### config.mk
export PLATFORM = sky130hd
export DESIGN_NAME = input_change_event_debouncer
export DESIGN_NICKNAME = d
export VERILOG_FILES = /design/src/hdl/icd_pkg.sv /design/src/hdl/icd_fifo.sv /design/src/hdl/icd_front.sv /design/src/hdl/icd_back.sv /design/src/hdl/input_change_event_debouncer.sv
export SDC_FILE = /design/constraint.sdc
export NUM_CORES = 1
export LEC_CHECK = 0
export BUFFER_PORTS_ARGS = -buffer_cell sky130_fd_sc_hd__buf_2
export CORE_MARGIN = 4
export CORE_UTILIZATION = 30
export CTS_CLUSTER_SIZE = 20
export DETAILED_ROUTE_END_ITERATION = 7
export SETUP_SLACK_MARGIN = 0.02
export SYNTH_ARGS = -nofsm -noshare
export SYNTH_HDL_FRONTEND = slang
export SYNTH_SLANG_ARGS = --single-unit
export TNS_END_PERCENT = 1
### constraint.sdc
create_clock -name clk -period 3.5 [get_ports clk]
set_input_delay 0.175 -clock clk [delete_from_list [all_inputs] [get_ports clk]]
set_output_delay 0.175 -clock clk [all_outputs]
set_load 0.005 [all_outputs]
### src/hdl/icd_pkg.sv
// Package for the input change event debouncer.
// Holds the request structs, the configuration struct and register codes.
// No dependencies.
package icd_pkg;

    localparam int SAMPLE_W = 12;
    localparam int LOCK_W   = 8;
    localparam int CHAN_W   = 4;
    localparam int CFG_W    = 12;
    localparam int INDEX_W  = 2;

    localparam logic [INDEX_W-1:0] REG_LOCKOUT_TIME = 2'd0;
    localparam logic [INDEX_W-1:0] REG_ENABLE_MASK  = 2'd1;

    localparam logic [LOCK_W-1:0]   LOCKOUT_TIME_RST = 8'd20;
    localparam logic [SAMPLE_W-1:0] ENABLE_MASK_RST  = 12'h80F;

    typedef struct packed {
        logic [SAMPLE_W-1:0] pin_sample;
        logic                ms_tick;
    } in_t;

    typedef struct packed {
        logic [CHAN_W-1:0] channel;
        logic              new_level;
        logic              last_event;
    } out_t;

    typedef struct packed {
        logic [LOCK_W-1:0]   lockout_time;
        logic [SAMPLE_W-1:0] lockout_enable_mask;
    } cfg_t;

endpackage

### src/hdl/icd_fifo.sv
// Short request queue between the front and back parts.
// Register array with count; depends on nothing outside this file.
module icd_fifo #(
    parameter int WIDTH = 24,
    parameter int DEPTH = 4
) (
    input  logic             clk,
    input  logic             rst_n,
    input  logic             push,
    input  logic [WIDTH-1:0] push_data,
    output logic             full,
    input  logic             pop,
    output logic [WIDTH-1:0] pop_data,
    output logic             empty
);
    localparam int PTR_W = (DEPTH > 1) ? $clog2(DEPTH) : 1;
    localparam int CNT_W = $clog2(DEPTH + 1);

    logic [WIDTH-1:0] mem_reg [DEPTH];
    logic [PTR_W-1:0] wr_ptr_reg, wr_ptr_next;
    logic [PTR_W-1:0] rd_ptr_reg, rd_ptr_next;
    logic [CNT_W-1:0] count_reg, count_next;

    assign full     = (count_reg == CNT_W'(DEPTH));
    assign empty    = (count_reg == '0);
    assign pop_data = mem_reg[rd_ptr_reg];

    always_comb
    begin
        wr_ptr_next = wr_ptr_reg;
        rd_ptr_next = rd_ptr_reg;
        count_next  = count_reg;
        if (push)
        begin
            wr_ptr_next = (wr_ptr_reg == PTR_W'(DEPTH - 1)) ? '0 : wr_ptr_reg + 1'b1;
        end
        if (pop)
        begin
            rd_ptr_next = (rd_ptr_reg == PTR_W'(DEPTH - 1)) ? '0 : rd_ptr_reg + 1'b1;
        end
        if (push && !pop)
        begin
            count_next = count_reg + 1'b1;
        end
        else if (pop && !push)
        begin
            count_next = count_reg - 1'b1;
        end
    end

    always_ff @(posedge clk or negedge rst_n)
    begin
        if (!rst_n)
        begin
            wr_ptr_reg <= '0;
            rd_ptr_reg <= '0;
            count_reg  <= '0;
        end
        else
        begin
            wr_ptr_reg <= wr_ptr_next;
            rd_ptr_reg <= rd_ptr_next;
            count_reg  <= count_next;
        end
    end

    always_ff @(posedge clk)
    begin
        if (push)
        begin
            mem_reg[wr_ptr_reg] <= push_data;
        end
    end

endmodule

### src/hdl/icd_front.sv
// Front part: accepts requests, runs the lockout counters and stored levels,
// and forms the mask of channels that fire. Uses icd_pkg.
module icd_front #(
    parameter int CHANNELS = 12
) (
    input  logic                  clk,
    input  logic                  rst_n,
    input  logic                  accept,
    input  icd_pkg::in_t          in_data,
    input  icd_pkg::cfg_t         cfg,
    output logic                  push,
    output logic [CHANNELS-1:0]   fire_mask,
    output logic [CHANNELS-1:0]   sample_bits
);
    import icd_pkg::*;

    logic [CHANNELS-1:0]        levels_reg, levels_next;
    logic                       primed_reg;
    logic [LOCK_W-1:0]          cnt_reg  [CHANNELS];
    logic [LOCK_W-1:0]          cnt_next [CHANNELS];
    logic [LOCK_W-1:0]          cnt_dec  [CHANNELS];
    logic [CHANNELS+SAMPLE_W-1:0] sample_ext, enable_ext;
    logic [CHANNELS-1:0]        sample, enable, change;

    assign sample_ext  = {{CHANNELS{1'b0}}, in_data.pin_sample};
    assign enable_ext  = {{CHANNELS{1'b0}}, cfg.lockout_enable_mask};
    assign sample      = sample_ext[CHANNELS-1:0];
    assign enable      = enable_ext[CHANNELS-1:0];
    assign change      = sample ^ levels_reg;
    assign sample_bits = sample;

    always_comb
    begin
        for (int i = 0; i < CHANNELS; i++)
        begin
            cnt_dec[i] = (in_data.ms_tick && cnt_reg[i] != '0) ? cnt_reg[i] - 1'b1
                                                                  : cnt_reg[i];
            fire_mask[i] = primed_reg && change[i] && (cnt_dec[i] == '0);
            cnt_next[i]  = (fire_mask[i] && enable[i]) ? cfg.lockout_time : cnt_dec[i];
        end
        push        = accept && (fire_mask != '0);
        levels_next = (!primed_reg || fire_mask != '0) ? sample : levels_reg;
    end

    always_ff @(posedge clk or negedge rst_n)
    begin
        if (!rst_n)
        begin
            levels_reg <= '0;
            primed_reg <= 1'b0;
            for (int i = 0; i < CHANNELS; i++)
            begin
                cnt_reg[i] <= '0;
            end
        end
        else if (accept)
        begin
            levels_reg <= levels_next;
            primed_reg <= 1'b1;
            for (int i = 0; i < CHANNELS; i++)
            begin
                cnt_reg[i] <= cnt_next[i];
            end
        end
    end

endmodule

### src/hdl/icd_back.sv
// Back part: takes queued fire masks, issues one event per cycle unless
// out_stall holds it, in channel order via out_data_reg. Uses icd_pkg.
module icd_back #(
    parameter int CHANNELS = 12
) (
    input  logic                  clk,
    input  logic                  rst_n,
    input  logic                  q_empty,
    input  logic [2*CHANNELS-1:0] q_data,
    output logic                  q_pop,
    output logic                  out_valid,
    input  logic                  out_stall,
    output icd_pkg::out_t         out_data
);
    import icd_pkg::*;

    logic [CHANNELS-1:0] mask_reg, mask_next;
    logic [CHANNELS-1:0] levels_reg, levels_next;
    logic                out_valid_reg, out_valid_next;
    out_t                out_data_reg, out_data_next;
    logic [CHANNELS-1:0] lowest, rest;
    logic [CHAN_W-1:0]   chan;
    logic                out_free, emit, last;

    assign out_valid = out_valid_reg;
    assign out_data  = out_data_reg;

    always_comb
    begin
        lowest = mask_reg & (~mask_reg + 1'b1);
        rest   = mask_reg & ~lowest;
        last   = (rest == '0);
        chan   = '0;
        for (int i = CHANNELS - 1; i >= 0; i--)
        begin
            if (mask_reg[i])
            begin
                chan = CHAN_W'(i);
            end
        end

        out_free = !out_valid_reg || !out_stall;
        emit     = out_free && (mask_reg != '0);
        q_pop    = !q_empty && ((mask_reg == '0) || (emit && last));

        out_valid_next = out_valid_reg && out_stall;
        out_data_next  = out_data_reg;
        mask_next      = mask_reg;
        levels_next    = levels_reg;
        if (emit)
        begin
            out_valid_next           = 1'b1;
            out_data_next.channel    = chan;
            out_data_next.new_level  = |(lowest & levels_reg);
            out_data_next.last_event = last;
            mask_next                = rest;
        end
        if (q_pop)
        begin
            mask_next   = q_data[2*CHANNELS-1:CHANNELS];
            levels_next = q_data[CHANNELS-1:0];
        end
    end

    always_ff @(posedge clk or negedge rst_n)
    begin
        if (!rst_n)
        begin
            mask_reg      <= '0;
            out_valid_reg <= 1'b0;
        end
        else
        begin
            mask_reg      <= mask_next;
            out_valid_reg <= out_valid_next;
        end
    end

    always_ff @(posedge clk)
    begin
        levels_reg   <= levels_next;
        out_data_reg <= out_data_next;
    end

endmodule

### src/hdl/input_change_event_debouncer.sv
// Top level of the input change event debouncer: configuration registers,
// front part, request queue and back part. Uses icd_pkg, icd_front,
// icd_fifo and icd_back.
//
//  channel | signals                          | direction
//  --------+----------------------------------+----------
//  in      | in_valid, in_stall, in_data      | sample in
//  out     | out_valid, out_stall, out_data   | event out
//  cfg     | cfg_write, cfg_index, cfg_data   | write only
//
// An input request is taken every cycle while the queue has room; it updates
// the counters at once and queues its fire mask if any channel fires. The back
// part issues one event per cycle while out_stall is low, so an item's events
// leave one after another, and items without events cost no output time.
// Reset clears the control state and loads the register defaults; no clearing pass.
// in_stall rises while QUEUE_DEPTH masks wait, under output stalls or event bursts.
module input_change_event_debouncer #(
    parameter int CHANNELS    = 12,
    parameter int QUEUE_DEPTH = 4
) (
    input  logic                            clk,
    input  logic                            rst_n,
    input  logic                            in_valid,
    output logic                            in_stall,
    input  icd_pkg::in_t                    in_data,
    output logic                            out_valid,
    input  logic                            out_stall,
    output icd_pkg::out_t                   out_data,
    input  logic                            cfg_write,
    input  logic [icd_pkg::INDEX_W-1:0]     cfg_index,
    input  logic [icd_pkg::CFG_W-1:0]       cfg_data
);
    import icd_pkg::*;

    cfg_t                  cfg_reg, cfg_next;
    logic                  accept, push, pop, full, empty;
    logic [CHANNELS-1:0]   fire_mask, sample_bits;
    logic [2*CHANNELS-1:0] q_data;

    assign in_stall = full;
    assign accept   = in_valid && !full;

    always_comb
    begin
        cfg_next = cfg_reg;
        if (cfg_write)
        begin
            unique case (cfg_index)
                REG_LOCKOUT_TIME: cfg_next.lockout_time        = cfg_data[LOCK_W-1:0];
                REG_ENABLE_MASK:  cfg_next.lockout_enable_mask = cfg_data[SAMPLE_W-1:0];
                default:          cfg_next = cfg_reg;
            endcase
        end
    end

    always_ff @(posedge clk or negedge rst_n)
    begin
        if (!rst_n)
        begin
            cfg_reg.lockout_time        <= LOCKOUT_TIME_RST;
            cfg_reg.lockout_enable_mask <= ENABLE_MASK_RST;
        end
        else
        begin
            cfg_reg <= cfg_next;
        end
    end

    icd_front #(
        .CHANNELS (CHANNELS)
    ) u_front (
        .clk         (clk),
        .rst_n       (rst_n),
        .accept      (accept),
        .in_data     (in_data),
        .cfg         (cfg_reg),
        .push        (push),
        .fire_mask   (fire_mask),
        .sample_bits (sample_bits)
    );

    icd_fifo #(
        .WIDTH (2 * CHANNELS),
        .DEPTH (QUEUE_DEPTH)
    ) u_fifo (
        .clk       (clk),
        .rst_n     (rst_n),
        .push      (push),
        .push_data ({fire_mask, sample_bits}),
        .full      (full),
        .pop       (pop),
        .pop_data  (q_data),
        .empty     (empty)
    );

    icd_back #(
        .CHANNELS (CHANNELS)
    ) u_back (
        .clk       (clk),
        .rst_n     (rst_n),
        .q_empty   (empty),
        .q_data    (q_data),
        .q_pop     (pop),
        .out_valid (out_valid),
        .out_stall (out_stall),
        .out_data  (out_data)
    );

endmodule

## Word-level counts from Yosys, hierarchy flattened

Memory sizes are Yosys's and may differ from the RTL's.
Cells that the tools add are included.

- Order comparisons: 0
- Bitwise operators: 6
- Add/subtract/negate cells: 17
- Equality and inequality tests: 4
- Reductions and logical operators: 105
- Multiply operators: 0
- Divide/modulo/power cells: 0
- Mux-type cells: 44
- Shifts and indexed selects: 0

Operators by type and width:

| kind | count |
|---|---|
| two-way mux 8 bit | 24 |
| zero test 8 bit | 12 |
| nonzero test 8 bit | 12 |
| subtractor 8 x 1 -> 8 bit (second input constant) | 12 |
| logical AND 1 bit | 56 |
| bitwise AND 12 bit | 3 |
| zero test 12 bit | 2 |
| two-way mux 12 bit | 2 |
| NOT 12 bit | 2 |
| nonzero test 12 bit | 2 |
| two-way mux 3 bit | 6 |
| two-way mux 4 bit | 4 |
| adder 12 x 1 -> 12 bit (second input constant) | 1 |
| OR reduction 12 bit | 1 |
| bitwise XOR 12 bit | 1 |
| two-way mux 2 bit | 4 |
| OR reduction 8 bit | 1 |
| zero test 1 bit | 7 |
| AND reduction 2 bit | 3 |
| adder 2 x 1 -> 2 bit (second input constant) | 2 |
| equality test 2 bit (second input constant) | 2 |
| two-way mux 1 bit | 4 |
| nonzero test 2 bit | 2 |
| OR reduction 4 bit | 1 |
| 8 further kinds | 10 |

- Bits in latches: 0
- Register bits after elaboration: 167
- Memories kept: 1
- ROM bits: 0
- Bits in writable memories: 96

Memory list:

| memory | words | width | read ports | clocked after Yosys merged registers in | write ports | line | RTL |
|---|---|---|---|---|---|---|---|
| u_fifo.mem_reg | 4 | 24 | 1 | 0 | 1 | icd_fifo.sv:19 | `logic [WIDTH-1:0] mem_reg [DEPTH];` |

## Longest topological paths before layout

- Depth in word-level cells: 12
- Depth in mapped cells: 17
- Depth with buffers taken out: 15

## Hierarchy

A second synthesis with hierarchy kept.

- Cells, all modules: 1322
- Area total of the unflattened synthesis: 14355.0 sq um

By module, submodules not included:

| module | times used | sequential area each (sq um) | cells each | area an instance (sq um) |
|---|---|---|---|---|
| icd_front | 1 | 2727.6 | 986 | 8191.6 |
| icd_fifo | 1 | 3057.9 | 163 | 3925.0 |
| icd_back | 1 | 865.8 | 129 | 1463.9 |
| input_change_event_debouncer | 1 | 509.2 | 44 | 774.5 |

## Worst setup path before layout

OpenSTA, ideal clock, no wires.

- Kind: register to register
- Start: reg u_front.cnt_reg[48] in the netlist's numbering
- End: reg u_fifo.count_reg[2]
- Data arrival time: 3.534 ns
- Stages on the path, launching flop included: 15
- Data required time: 3.421 ns
- Buffers on the path: 0
- Slack: -0.113 ns
- Path through: dfrtp_1 > inv_1 > ha_1 > or4b_1 > o21ai_1 > nand3_1 > a2111oi_2 > nor4_1 > a31oi_2 > ha_1 > inv_1 > fa_1 > xor2_1 > nor2_1 > xor2_1

- Longest elaborated chain between the ends: 10

RTL lines:

| item | line | RTL |
|---|---|---|
| from (decl) | icd_front.sv:19 | `logic [LOCK_W-1:0] cnt_reg [CHANNELS];` |
| from (signal, indexed assignment) | icd_front.sv:62 | `cnt_reg[i] <= cnt_next[i];` |
| parallel branches: the longest is 2 deep, another holds subtractor 8 x 1 -> 8 bit | - |  |
| two-way mux 8 bit * | icd_front.sv:36 | `cnt_dec[i] = (in_data.ms_tick && cnt_reg[i] != '0) ? cnt_reg[i] - 1'b1` |
| zero test 8 bit * | icd_front.sv:38 | `fire_mask[i] = primed_reg && change[i] && (cnt_dec[i] == '0);` |
| logical AND 1 bit * | icd_front.sv:38 |  |
| named net fire_mask[5] | input_change_event_debouncer.sv:37 | `logic [CHANNELS-1:0] fire_mask, sample_bits;` |
| nonzero test 12 bit * | icd_front.sv:41 | `push = accept && (fire_mask != '0);` |
| logical AND 1 bit * | icd_front.sv:41 |  |
| named net push | input_change_event_debouncer.sv:36 | `logic accept, push, pop, full, empty;` |
| zero test 1 bit | icd_fifo.sv:45 | `else if (pop && !push)` |
| logical AND 1 bit | icd_fifo.sv:45 |  |
| nonzero test 2 bit (no line) | - |  |
| to (signal assigned) | icd_fifo.sv:63 | `count_reg <= count_next;` |
| to (decl) | icd_fifo.sv:22 | `logic [CNT_W-1:0] count_reg, count_next;` |

Mark *: on every way through the listed nets, which the timed path passes.
A chain may end at the register's enable or synchronous reset.

## Worst setup path after layout

- Start: reg u_front.cnt_reg[65] in the netlist's numbering
- End: reg u_fifo.count_reg[1]

RTL lines:

| item | line | RTL |
|---|---|---|
| parallel branches: the longest is 2 deep, another holds subtractor 8 x 1 -> 8 bit | - |  |
| two-way mux 8 bit * | icd_front.sv:36 |  |
| zero test 8 bit * | icd_front.sv:38 |  |
| logical AND 1 bit * | icd_front.sv:38 |  |
| named net fire_mask[3] | input_change_event_debouncer.sv:37 |  |
| nonzero test 12 bit * | icd_front.sv:41 |  |
| logical AND 1 bit * | icd_front.sv:41 |  |
| named net push | input_change_event_debouncer.sv:36 |  |
| logical AND 1 bit * | icd_fifo.sv:41 | `if (push && !pop)` |
| two-way mux 3 bit * | icd_fifo.sv:41 |  |
| named net u_fifo.count_next[1] | icd_fifo.sv:22 |  |

Marked as above.

==> results.toml <==
[status]
run_status = "finished with violations"
violations = "setup timing"

[sta]
clock-skew-final_ns = 0.00968
slew_viol_final = 0
rsz0062_at_grt = "yes"
hold_violations = 0
tightest_slew_ns = 1.00
setup_slack_ns = -0.0322
setup_violations = 1
maxSlewHeadroom = 0.331
tns_ns = -0.0322
max_freq_mhz = 283
final.min_clock_period_ns = 3.53
final.period_utilization = 1.01

[power_and_ir_drop]
switching_share = 0.377
pwr-share-seq = 0.367
p_per_area_nw_per_um2 = 806
clock_power_share = 0.216
ir_worst_vdd_v = 0.000436
p_int_mw = 8.81
switchingPower_mw = 5.33
combPwrFrac = 0.417
p_leak_nw = 6.80

[yosys]
synthesis.nets = 1428
ys_warn_count = 0
yosysTopAreaCell = "dfrtp_1"
synth_ff_type = "dfrtp_1"
synth_top_family_by_area = "compound AO/OA/AOI/OAI gates"
synth_edf_count = 114
synth.top_cell.area_share = 0.248
synthTopCellsByArea = "dfrtp_1 25%, edfxtp_1 24%, a21oi_1 4.3%"
ys_seq_elements = 263
syn-cell-area_um2 = 14300
ys_types = 94
synth-simple-area-share = 0.162
ys_seq_area_frac = 0.499
synth-adder-area-share = 0.0193
synthCells = 1377
muxShareOfSynthArea = 0.0738
ys_async_sr_fraction = 0.567
synth_compound_area_frac = 0.186
synth_area_per_cell_um2 = 10.4
yosys.area_share.xor_xnor = 0.0122

[cells_and_area]
layout-drive-gt1-share = 0.226
antenna_cells = 0
fill_cells = 4533
final_net_count = 1589
stdcell_area_um2 = 17500
seq_area_um2 = 7160
area_delta_synth_final_pct = 22.3
multi_input_area_um2 = 6640

[routing]
firstDrtPassIters = 5
via_per_inst = 5.40
post_drt_wl_per_cell_um = 18.6
first_iter_violations = 876
ant_nets = 0
drcViolationCount = 0
vias = 11700
wl_um = 40300

[critical_path]
worstPathMaxFanout = 4
critPathKind = "flop to flop"
cp.arrival_ns = 3.98
crit_path_max_incr_delay_ns = 0.49
cp.required_ns = 3.95
cp_cell_sequence = "buf_4, inv_1, ha_2, or4b_4, o21ai_4, mux2i_2, nor4_4, a311o_1, nor3_2, a31oi_2, ha_2, inv_1, fa_1, mux2_2"
critPathCaptureType = "flop"
cp-start-kind = "flop"
critPathSlowestCell = "or4b_4"

[die]
die_area_um2 = 51400
die_h_um = 227
io_pins = 40
core-area_um2 = 47000
start_util = 0.305
rows = 79
dieWidth_um = 227

[global_route]
track_usage = 0.154
grt_pass1_vias = 11500
antenna_found_initial = 0
grt_pass1_wl_um = 63700
grt_max_degree = 125
grt_overflow = 0

[clock_network]
clockBufferDepth = 3
clk_latency_ns = 0.56
cts_tree = "built"
cts_buffers = 28
htree_levels = 1
cts_root_buf = "clkbuf_16"
clkSinkCount = 263
clk_pin_slew_ns = 0.07

[placed_design]
io_buffers = 39
dp_hpwl_um = 27900
gp_congestion = 0.912
postPlaceCellArea_um2 = 16200

[run]
cap_violations = 0

[hold_path]
hp-class = "input port to flop"
-- metal layers --
metal | routed length [um] | vias up | global-route usage
li1 | - | 5514 | -
met2 | 18400 | 382 | 0.251
met4 | 1090 | 0 | 0.0365
met3 | 2240 | 84 | 0.0236
met5 | 0 | - | 0
met1 | 18500 | 5723 | 0.219
-- power by group through the flow --
stage	combinational [mW]	clock (mW)	sequential (mW)
finish	5.89	3.06	5.19
global route	6.53	3.25	5.33
CTS	5.81	3.13	5.16
detailed placement	5.76	0	5.21
global placement	5.66	0	5.18
floorplan	3.95	0	4.88
-- metrics by stage --
| step | hold slack, ns | setup WS [ns] | power, mW | utilization | instances |
|---|---|---|---|---|---|
| after floorplan | -0.121 | -0.0914 | 8.83 | - | 1377 |
| after global placement | 0.193 | -0.0368 | 10.8 | 0.345 | 2083 |
| after detailed placement | 0.193 | -0.0656 | 11.0 | 0.345 | 2083 |
| after CTS | 0.00217 | 0.0158 | 14.1 | 0.371 | 2164 |
| after global routing | 0.0293 | -0.140 | 15.1 | 0.374 | 2167 |
| final | 0.0200 | -0.0322 | 14.1 | 0.374 | 2167 |
-- critical path: cells and delay by family, from the launching register on --
family	cells	cell delay [ns]
DFF	1	0.38
AOI/OAI and AO/OA	3	0.67
adders and majority gates	3	0.82
muxes	2	0.58
buffers and inverters	3	0.27
and+or+nand+nor	3	0.73
-- worst paths after layout --
path | startpoint | endpoint | slack, ns | cells after the start
min reg2reg | u_fifo.count_reg[2] | u_fifo.count_reg[2] | 0.49 | 1
min | cfg_index[1] | cfg_reg[19] | 0.02 | 3
min in group asynchronous | rst_n | u_front.cnt_reg[25] | 0.15 | 2
max | u_front.cnt_reg[65] | u_fifo.count_reg[1] | -0.03 | 14
max reg2reg | u_front.cnt_reg[65] | u_fifo.count_reg[1] | -0.03 | 14
max in group asynchronous | rst_n | cfg_reg[11] | 2.41 | 3
-- what timing repair did --
item | CTS | global route
endpoints found under the hold margin | 135 | 0
endpoints found under the setup margin | 2 | 42
resized for setup | 2 | 19
buffers inserted | 0 | 3
hold buffers | 29 | 0
pin swaps | 0 | 6
-- layout by cell type (no fill, tap or decap), types with 9 or more instances in the layout --
cell,instances
a21oi_1,123
a22oi_1,14
a31oi_1,16
and2_1,13
and3_1,9
buf_12,9
buf_2,38
buf_4,144
clkbuf_16,28
dfrtp_1,142
dlygate4sd3_1,29
edfxtp_1,114
ha_1,16
inv_1,76
mux2_2,22
mux2_4,12
mux4_2,24
nand2_1,105
nand2b_1,10
nand3_1,20
nand3b_1,9
nor2_1,84
nor2b_1,9
nor3_1,48
nor3b_1,9
nor4_1,15
o21ai_0,92
o21ai_1,9
o22a_1,12
o22ai_1,25
o31ai_1,14
or3_1,17
or4b_1,11
xnor2_1,13
-- layout make-up --
class                   instances  share of cell area
flip-flops and latches        263               0.408
multi-input cells             948               0.379
repair buffers                221              0.0999
clock buffers                  39              0.0451
well taps                     607              0.0433
inverters                      76              0.0163
clock inverters                13             0.00856
-- cells by family (layout without fill, tap and decap cells) --
family,after synthesis,after routing
and+or+nand+nor,424,424
AOI/OAI and AO/OA,415,415
DFF,263,263
buffers and inverters,166,349
muxes,67,67
adders and majority gates,22,22
xor gates and xnor gates,20,20
-- cell usage after synthesis, drive strengths merged (8+ instances only) --
| library cell | instances |
|---|---|
| nand3b | 9 |
| nand3 | 20 |
| mux4 | 24 |
| nor2b | 10 |
| or4 | 8 |
| nand2b | 11 |
| inv | 76 |
| o22a | 12 |
| nand2 | 105 |
| o41ai | 8 |
| o21ai | 104 |
| o21bai | 8 |
| a21oi | 123 |
| mux2 | 34 |
| and3 | 9 |
| clkbuf | 71 |
| nor2 | 84 |
| nor4 | 21 |
| and2 | 14 |
| a2111oi | 9 |
| a31oi | 17 |
| a22oi | 14 |
| xnor2 | 13 |
| edfxtp | 114 |
| or4b | 15 |
| mux2i | 9 |
| or3 | 17 |
| nor3 | 54 |
| o22ai | 25 |
| ha | 18 |
| dfrtp | 142 |
| o31ai | 15 |
| buf | 19 |
| nor3b | 11 |
Note: power is estimated with default switching activity, not from simulation.
